`config.mk`:
```
export PLATFORM = sky130hd
export DESIGN_NAME = date_check_and_day_of_week
export DESIGN_NICKNAME = d
export VERILOG_FILES = /design/src/rtl/dcdow_pkg.sv /design/src/rtl/date_check_and_day_of_week.sv /design/src/rtl/dcdow_ctrl.sv /design/src/rtl/dcdow_datapath.sv
export SDC_FILE = /design/constraint.sdc
export NUM_CORES = 1
export LEC_CHECK = 0
export BUFFER_PORTS_ARGS = -buffer_cell sky130_fd_sc_hd__buf_2
export CAP_MARGIN = 10
export CORE_AREA = 2 2 127 79
export DETAILED_ROUTE_END_ITERATION = 8
export DIE_AREA = 0 0 129 81
export PLACE_DENSITY = 0.66
export SYNTH_ARGS = -nofsm -noshare
export SYNTH_HDL_FRONTEND = slang
export SYNTH_SLANG_ARGS = --single-unit
```
`constraint.sdc`:
```
create_clock -name aclk -period 3.5 [get_ports aclk]
set_input_delay 0.7 -clock aclk [delete_from_list [all_inputs] [get_ports aclk]]
set_output_delay 0.7 -clock aclk [all_outputs]
set_load 0.01 [all_outputs]
```
`src/rtl/dcdow_pkg.sv`:
```
// Shared types, constants and functions for the date check and day-of-week block.
// Used by dcdow_ctrl, dcdow_datapath and date_check_and_day_of_week.
package dcdow_pkg;

    localparam logic [13:0] EPOCH_YEAR = 14'd1589;
    localparam logic [13:0] MAX_YEAR   = 14'd9999;

    // Residues of the epoch year modulo 4, 100 and 400.
    localparam logic [1:0] EPOCH_MOD4   = 2'd1;
    localparam logic [6:0] EPOCH_MOD100 = 7'd89;
    localparam logic [8:0] EPOCH_MOD400 = 9'd389;

    localparam logic [6:0] LAST_MOD100 = 7'd99;
    localparam logic [8:0] LAST_MOD400 = 9'd399;

    localparam logic [3:0] MONTH_JAN = 4'd1;
    localparam logic [3:0] MONTH_FEB = 4'd2;
    localparam logic [3:0] MONTH_APR = 4'd4;
    localparam logic [3:0] MONTH_JUN = 4'd6;
    localparam logic [3:0] MONTH_SEP = 4'd9;
    localparam logic [3:0] MONTH_NOV = 4'd11;
    localparam logic [3:0] MONTH_DEC = 4'd12;

    typedef struct packed {
        logic load;
        logic year_step;
        logic month_step;
        logic finish;
    } ctrl_cmd_t;

    typedef struct packed {
        logic pre_ok;
        logic year_done;
        logic month_done;
        logic out_free;
    } dp_status_t;

    function automatic logic [4:0] month_len(input logic [3:0] m, input logic leap);
        logic [4:0] len;
        len = 5'd31;
        case (m)
            MONTH_FEB: len = leap ? 5'd29 : 5'd28;
            MONTH_APR, MONTH_JUN, MONTH_SEP, MONTH_NOV: len = 5'd30;
            default: len = 5'd31;
        endcase
        return len;
    endfunction

    // Residue modulo 7 of a six-bit value below 63: eight is one modulo seven.
    function automatic logic [2:0] mod7(input logic [5:0] v);
        logic [3:0] fold;
        logic [3:0] red;
        fold = {1'b0, v[5:3]} + {1'b0, v[2:0]};
        red  = (fold >= 4'd7) ? (fold - 4'd7) : fold;
        return red[2:0];
    endfunction

endpackage

```
`src/rtl/date_check_and_day_of_week.sv`:
```
// Flow: a date with year 1590 to 9999, month 1 to 12 and a non-zero day is loaded; the year
// counter steps one year per cycle from 1589 to it, then the month counter one month per cycle
// from January to it, and the result is stored once the output register is free; any other
// item skips the counting. One item at a time: s_ready is high only in idle.
// Reset: aresetn is synchronous and active low; it clears the controller and the output valid.
// Top level: joins dcdow_ctrl and dcdow_datapath; depends on dcdow_pkg.
module date_check_and_day_of_week (
    input  logic        aclk,
    input  logic        aresetn,
    input  logic        s_valid,
    output logic        s_ready,
    input  logic [4:0]  s_day,
    input  logic [3:0]  s_month,
    input  logic [13:0] s_year,
    output logic        m_valid,
    input  logic        m_ready,
    output logic        m_valid_res,
    output logic [2:0]  m_weekday,
    output logic [2:0]  m_first_weekday,
    output logic [4:0]  m_month_length
);

    dcdow_pkg::ctrl_cmd_t  cmd;
    dcdow_pkg::dp_status_t status;

    dcdow_ctrl u_ctrl (
        .aclk    (aclk),
        .aresetn (aresetn),
        .s_valid (s_valid),
        .s_ready (s_ready),
        .status  (status),
        .cmd     (cmd)
    );

    dcdow_datapath u_datapath (
        .aclk            (aclk),
        .aresetn         (aresetn),
        .s_day           (s_day),
        .s_month         (s_month),
        .s_year          (s_year),
        .cmd             (cmd),
        .status          (status),
        .m_ready         (m_ready),
        .m_valid         (m_valid),
        .m_valid_res     (m_valid_res),
        .m_weekday       (m_weekday),
        .m_first_weekday (m_first_weekday),
        .m_month_length  (m_month_length)
    );

endmodule

```
`src/rtl/dcdow_ctrl.sv`:
```
// Controller state machine: sequences load, year count, month count and result store.
// Depends on dcdow_pkg for the command and status structs.
module dcdow_ctrl (
    input  logic                  aclk,
    input  logic                  aresetn,
    input  logic                  s_valid,
    output logic                  s_ready,
    input  dcdow_pkg::dp_status_t status,
    output dcdow_pkg::ctrl_cmd_t  cmd
);

    typedef enum logic [3:0] {
        ST_IDLE   = 4'b0001,
        ST_YEARS  = 4'b0010,
        ST_MONTHS = 4'b0100,
        ST_FINISH = 4'b1000
    } state_t;

    state_t state_reg;
    state_t state_next;

    always_ff @(posedge aclk) begin
        if (!aresetn) begin
            state_reg <= ST_IDLE;
        end else begin
            state_reg <= state_next;
        end
    end

    always_comb begin
        state_next = state_reg;
        cmd        = '0;
        s_ready    = 1'b0;
        case (state_reg)
            ST_IDLE: begin
                s_ready = 1'b1;
                if (s_valid) begin
                    cmd.load   = 1'b1;
                    state_next = ST_YEARS;
                end
            end
            ST_YEARS: begin
                if (!status.pre_ok) begin
                    state_next = ST_FINISH;
                end else if (status.year_done) begin
                    state_next = ST_MONTHS;
                end else begin
                    cmd.year_step = 1'b1;
                end
            end
            ST_MONTHS: begin
                if (status.month_done) begin
                    state_next = ST_FINISH;
                end else begin
                    cmd.month_step = 1'b1;
                end
            end
            ST_FINISH: begin
                if (status.out_free) begin
                    cmd.finish = 1'b1;
                    state_next = ST_IDLE;
                end
            end
            default: begin
                state_next = ST_IDLE;
            end
        endcase
    end

endmodule

```
`src/rtl/dcdow_datapath.sv`:
```
// Datapath: input registers, year and month counters with weekday accumulator, result register.
// Depends on dcdow_pkg for constants, structs and the month length and modulo functions.
module dcdow_datapath (
    input  logic                  aclk,
    input  logic                  aresetn,
    input  logic [4:0]            s_day,
    input  logic [3:0]            s_month,
    input  logic [13:0]           s_year,
    input  dcdow_pkg::ctrl_cmd_t  cmd,
    output dcdow_pkg::dp_status_t status,
    input  logic                  m_ready,
    output logic                  m_valid,
    output logic                  m_valid_res,
    output logic [2:0]            m_weekday,
    output logic [2:0]            m_first_weekday,
    output logic [4:0]            m_month_length
);

    logic [4:0]  day_reg;
    logic [3:0]  month_reg;
    logic [13:0] year_reg;
    logic [13:0] year_cnt_reg;
    logic [1:0]  mod4_reg;
    logic [6:0]  mod100_reg;
    logic [8:0]  mod400_reg;
    logic [3:0]  month_cnt_reg;
    logic [2:0]  acc_reg;

    logic        out_valid_reg;
    logic        out_valid_next;
    logic        valid_res_reg;
    logic [2:0]  weekday_reg;
    logic [2:0]  first_reg;
    logic [4:0]  len_reg;

    logic        leap;
    logic        pre_ok;
    logic [4:0]  cur_len;
    logic [4:0]  step_len;
    logic [4:0]  step_inc;
    logic [5:0]  acc_sum;
    logic [4:0]  tgt_len;
    logic        date_ok;
    logic [5:0]  wd_sum;

    assign leap = (mod4_reg == 2'd0) && ((mod100_reg != 7'd0) || (mod400_reg == 9'd0));

    assign pre_ok = (month_reg inside {[dcdow_pkg::MONTH_JAN:dcdow_pkg::MONTH_DEC]})
                    && (day_reg != 5'd0)
                    && (year_reg > dcdow_pkg::EPOCH_YEAR)
                    && (year_reg <= dcdow_pkg::MAX_YEAR);

    assign cur_len  = dcdow_pkg::month_len(month_cnt_reg, leap);
    assign step_len = cmd.month_step ? cur_len : (leap ? 5'd30 : 5'd29);
    assign step_inc = step_len - 5'd28;
    assign acc_sum  = {3'b000, acc_reg} + {3'b000, step_inc[2:0]};

    assign tgt_len = dcdow_pkg::month_len(month_reg, leap);
    assign date_ok = pre_ok && (day_reg <= tgt_len);
    assign wd_sum  = {3'b000, acc_reg} + {1'b0, day_reg} - 6'd1;

    assign status.pre_ok     = pre_ok;
    assign status.year_done  = (year_cnt_reg == year_reg);
    assign status.month_done = (month_cnt_reg == month_reg);
    assign status.out_free   = !out_valid_reg || m_ready;

    always_ff @(posedge aclk) begin
        if (cmd.load) begin
            day_reg       <= s_day;
            month_reg     <= s_month;
            year_reg      <= s_year;
            year_cnt_reg  <= dcdow_pkg::EPOCH_YEAR;
            mod4_reg      <= dcdow_pkg::EPOCH_MOD4;
            mod100_reg    <= dcdow_pkg::EPOCH_MOD100;
            mod400_reg    <= dcdow_pkg::EPOCH_MOD400;
            month_cnt_reg <= dcdow_pkg::MONTH_JAN;
            acc_reg       <= 3'd0;
        end else if (cmd.year_step) begin
            year_cnt_reg <= year_cnt_reg + 14'd1;
            mod4_reg     <= mod4_reg + 2'd1;
            mod100_reg   <= (mod100_reg == dcdow_pkg::LAST_MOD100) ? 7'd0 : mod100_reg + 7'd1;
            mod400_reg   <= (mod400_reg == dcdow_pkg::LAST_MOD400) ? 9'd0 : mod400_reg + 9'd1;
            acc_reg      <= dcdow_pkg::mod7(acc_sum);
        end else if (cmd.month_step) begin
            month_cnt_reg <= month_cnt_reg + 4'd1;
            acc_reg       <= dcdow_pkg::mod7(acc_sum);
        end
    end

    always_comb begin
        out_valid_next = out_valid_reg;
        if (cmd.finish) begin
            out_valid_next = 1'b1;
        end else if (m_ready) begin
            out_valid_next = 1'b0;
        end
    end

    always_ff @(posedge aclk) begin
        if (!aresetn) begin
            out_valid_reg <= 1'b0;
        end else begin
            out_valid_reg <= out_valid_next;
        end
    end

    always_ff @(posedge aclk) begin
        if (cmd.finish) begin
            valid_res_reg <= date_ok;
            weekday_reg   <= date_ok ? dcdow_pkg::mod7(wd_sum) : 3'd0;
            first_reg     <= date_ok ? acc_reg : 3'd0;
            len_reg       <= date_ok ? tgt_len : 5'd0;
        end
    end

    assign m_valid         = out_valid_reg;
    assign m_valid_res     = valid_res_reg;
    assign m_weekday       = weekday_reg;
    assign m_first_weekday = first_reg;
    assign m_month_length  = len_reg;

`ifndef SYNTHESIS
    a_finish_needs_free_slot: assert property (@(posedge aclk) disable iff (!aresetn)
        cmd.finish |-> (!out_valid_reg || m_ready))
        else $error("Result stored while the output register still held an untaken result.");

    a_finish_shows_result: assert property (@(posedge aclk) disable iff (!aresetn)
        cmd.finish |=> out_valid_reg)
        else $error("Stored result was not presented.");

    a_invalid_gives_zeros: assert property (@(posedge aclk) disable iff (!aresetn)
        (out_valid_reg && !valid_res_reg) |->
            (weekday_reg == 3'd0 && first_reg == 3'd0 && len_reg == 5'd0))
        else $error("Invalid date carried non-zero result fields.");

    a_no_year_overrun: assert property (@(posedge aclk) disable iff (!aresetn)
        cmd.year_step |-> (year_cnt_reg != year_reg))
        else $error("Year counter stepped past the requested year.");

    a_weekday_range: assert property (@(posedge aclk) disable iff (!aresetn)
        (out_valid_reg && valid_res_reg) |-> (weekday_reg < 3'd7 && first_reg < 3'd7))
        else $error("Weekday out of range on a valid date.");
`endif

endmodule
```
==> summary.txt <==
Pwr
  • Leakage power total: approximately 2.1 nW
  • Power after layout: 2.73 mW
  • Worst vdd ir: ~0.31 mV
  • Sequential Power Share: between 30% and 40%
  • Internal Pwr Total: around 1.9 mW
  • P per Cell Area: 513 nW/um^2
  • Share of total power in the clock network: a little over a third
  • Power spent charging and discharging nets: ~0.79 mW
  • Share of total power consumed by net switching: between 20% and 30%
  • Power share of the combinational group: 25.4%

STA
  • Final period util: between 90 and 100%
  • RSZ-0062 raised after global routing: true
  • Final number of setup-violating endpoints: 0
  • Transition at the pin with the smallest max-transition slack: just over 0.7 ns
  • Number of max-slew violations in the final report: 0
  • Final TNS setup: 0 ns
  • Slew margin rel.: between 50% and 60%
  • Final number of hold-violating endpoints: 0
  • Final Hold Slack: approximately 0.48 ns
  • Post-route worst setup slack: 0.0224 ns
  • Maximum operating frequency: roughly 0.29 GHz
  • Worst clock skew: 0.00531 ns
  • Shortest period the worst path allows: approximately 3.5 ns

Clock tree
  • Clock H-tree levels: 3
  • Insertion delay to the later sink of the worst-skew pair: between 0.3 and 0.4 ns
  • Sink Count: a little under 80
  • Clock-pin slew on the worst setup and hold paths: around 0.060 ns
  • CTS Buf Count: 9
  • CTS tree: built
  • Buffers from clock root to sink, at most: 2
  • Hold Buf Count CTS: 0
  • Cell at the root of the clock tree: sky130_fd_sc_hd__clkbuf_16

Floorplanning
  • Starting Density: about 45%
  • Height of the die: between 80 and 90 um
  • Die Footprint: roughly 10,000 um^2
  • Die X-Extent: ~130 um
  • Floorplan row count: 28
  • Count of boundary I/O pins: 41
  • Std-Cell Core Area: roughly 9500 um^2

Routing
  • Total length of routed wires: approximately 9500 um
  • Via-to-Cell Ratio: roughly 5.3
  • Antenna violation net count after detailed routing: 0
  • Routed len/inst: 14.5 um
  • Routed via count: approximately 3,500
  • DR iter-0 viols: 156
  • Detailed-router iteration count before antenna repair: 4
  • Residual DRC count: 0

Synth
  • Synthesized Nets: 490
  • Number of warnings printed during yosys synthesis: 0
  • Sequential cell area fraction in the yosys report: a little over two fifths
  • Number of storage elements in the synthesis netlist: 77
  • Post-Syn Area per Cell: 9.94 um^2
  • Proportion of synthesized flip-flops having asynchronous set or reset: 0%
  • Gate count of the mapped netlist: about 430
  • Syn Std Cell Area: approximately 4300 um^2
  • Number of flops mapped to enable cells by yosys: 33
  • Dominant synthesized flop cell: sky130_fd_sc_hd__dfxtp_1
  • Count of different cell masters after synthesis: a little over 60

Place
  • Instance area after placement: about 4900 um^2
  • # port buffers: 40
  • Post-place setup slack: -0.204 ns
  • Gpl congestion: around 0.82
  • Cell Count Post-Placement: 629
  • Detailed-placement wirelength estimate: a little under 7000 um

Global routing
  • All-Layer GR Usage: 19.8%
  • Number of antenna violations at the first check in global routing: 0
  • First-pass GRT wire length: ~16,000 um
  • Pin count of the biggest net entering global routing: between 40 and 50
  • Residual overflow from global routing: 0
  • Via count of the first global-routing pass: approximately 3,300

Layout
  • Number of fill cells in the layout: a little over 800
  • Leading cell type in the layout, fill and taps excluded: sky130_fd_sc_hd__buf_4
  • Post-route core utilization: roughly 56%
  • Final Non-Filler Cells: between 600 and 700
  • Layout net count: 569
  • Share of layout cells above drive strength 1: a little over a quarter
  • Total non-filler cell area in the finished layout: 5320 um^2
  • Top library cells by usage in the layout, fill and taps aside: sky130_fd_sc_hd__buf_4 (44), sky130_fd_sc_hd__buf_2 (40), sky130_fd_sc_hd__dfxtp_1 (39)
  • Antenna diode count: 0
  • Synthesis-to-layout area growth: 24.2%

Worst setup path
  • Worst endpoint data arrival time: approximately 3.7 ns
  • Critical path data required time: about 3.7 ns
  • Worst-path fanout max: 3
  • Critical path launch point type: register
  • Critical Path Sink Type: register
  • Critical path start-end classification: register to register

Status
  • Run status: complete, no violations

Job
  • # Max-Cap Violations: 0

Min path
  • HP Class: register to register
[synthesized netlist by cell type, types with 3 or more instances]
library cell	number	area [um^2]
sky130_fd_sc_hd__nor4b_1	3	26.3
sky130_fd_sc_hd__buf_4	4	30.0
sky130_fd_sc_hd__xnor2_1	11	96.3
sky130_fd_sc_hd__buf_2	6	30.0
sky130_fd_sc_hd__a21boi_0	4	30.0
sky130_fd_sc_hd__nor2_1	29	109
sky130_fd_sc_hd__o21ai_0	18	90.1
sky130_fd_sc_hd__and2_1	3	18.8
sky130_fd_sc_hd__a21oi_1	26	130
sky130_fd_sc_hd__nor4_1	10	62.6
sky130_fd_sc_hd__a211oi_1	4	30.0
sky130_fd_sc_hd__mux2i_1	4	40.0
sky130_fd_sc_hd__o31ai_1	6	45.0
sky130_fd_sc_hd__a31oi_1	6	37.5
sky130_fd_sc_hd__fa_1	3	60.1
sky130_fd_sc_hd__clkbuf_1	3	11.3
sky130_fd_sc_hd__or3_1	8	50.1
sky130_fd_sc_hd__and3_1	7	43.8
sky130_fd_sc_hd__nand2b_1	4	25.0
sky130_fd_sc_hd__a311oi_1	3	26.3
sky130_fd_sc_hd__nand4_1	11	68.8
sky130_fd_sc_hd__nor3_1	10	50.1
sky130_fd_sc_hd__nor4_2	3	37.5
sky130_fd_sc_hd__nand2_1	17	63.8
sky130_fd_sc_hd__o21a_1	4	30.0
sky130_fd_sc_hd__a21o_1	4	30.0
sky130_fd_sc_hd__or4_1	4	30.0
sky130_fd_sc_hd__edfxtp_1	33	991
sky130_fd_sc_hd__buf_6	4	45.0
sky130_fd_sc_hd__dfxtp_1	44	881
sky130_fd_sc_hd__ha_1	29	363
sky130_fd_sc_hd__xor2_1	19	166
sky130_fd_sc_hd__inv_1	33	124
sky130_fd_sc_hd__nor2b_1	3	18.8
sky130_fd_sc_hd__nand3_1	21	105
[worst paths after layout]
kind / from / end / slack (ns) / depth (start not counted)
worst max-delay path: u_datapath.mod400_reg[7] / u_datapath.acc_reg[1] / 0.02 / 17
worst min-delay path: u_datapath.mod4_reg[0] / u_datapath.mod4_reg[0] / 0.48 / 1
worst max register to register: u_datapath.mod400_reg[7] / u_datapath.acc_reg[1] / 0.02 / 17
worst min register to register: u_datapath.mod4_reg[0] / u_datapath.mod4_reg[0] / 0.48 / 1
[power groups by stage]
stage / clock network [mW] / logic (mW) / registers (mW)
after global placement: 0 / 0.603 / 1.07
final: 0.982 / 0.694 / 1.05
after floorplan: 0 / 0.446 / 1.07
after global routing: 1.05 / 0.783 / 1.06
after CTS: 1.01 / 0.663 / 1.06
after detailed placement: 0 / 0.646 / 1.07
[critical path: stages (launching register included)]
cell                       delay, ns
sky130_fd_sc_hd__dfxtp_2        0.32
sky130_fd_sc_hd__nor4_1         0.24
sky130_fd_sc_hd__and3_1         0.20
sky130_fd_sc_hd__o21ai_2        0.07
sky130_fd_sc_hd__a221o_1        0.36
sky130_fd_sc_hd__o21ai_2        0.13
sky130_fd_sc_hd__ha_2           0.20
sky130_fd_sc_hd__inv_2          0.04
sky130_fd_sc_hd__fa_1           0.50
sky130_fd_sc_hd__inv_2          0.06
sky130_fd_sc_hd__ha_4           0.22
sky130_fd_sc_hd__ha_4           0.17
sky130_fd_sc_hd__nand2b_4       0.07
sky130_fd_sc_hd__a21oi_4        0.06
sky130_fd_sc_hd__a31oi_4        0.19
sky130_fd_sc_hd__mux2_4         0.32
sky130_fd_sc_hd__a21oi_2        0.11
sky130_fd_sc_hd__a311oi_1       0.06
[logic make-up (layout without fill, tap and decap cells)]
family,after synthesis,count (layout),share of synthesized area (%)
XOR/XNOR,30,30,6.13
AO/OA/AOI/OAI,88,88,13.1
adder cells (fa/ha/maj),32,32,9.87
buffers and inverters,50,134,5.61
AND/OR/NAND/NOR,149,149,20.4
multiplexers,5,5,1.20
flip-flops,77,77,43.7
[what timing repair did]
| action | in CTS | in global routing |
|---|---|---|
| pin swaps | 12 | 7 |
| hold endpoints to repair | 0 | 0 |
| resized for setup | 10 | 17 |
| setup endpoints to repair | 3 | 5 |
| cloned | 0 | 0 |
| buffers inserted | 3 | 3 |
[per-layer routing]
layer | track usage [%] | wire length [um]
met1 | 29.6 | 5120
met2 | 27.2 | 3870
met3 | 5.34 | 385
met4 | 7.07 | 78
met5 | 0 | 0
[area by class of cell]
type | instances | area [um^2] | area share, %
Clock buffer | 9 | 225 | 4.23
Clock inverter | 7 | 90.1 | 1.69
Inverter | 33 | 124 | 2.33
Multi-Input combinational cell | 304 | 2280 | 42.9
Sequential cell | 77 | 1880 | 35.3
Tap cell | 135 | 169 | 3.17
Timing Repair Buffer | 85 | 551 | 10.3
Power figures use the tool's default switching activity.
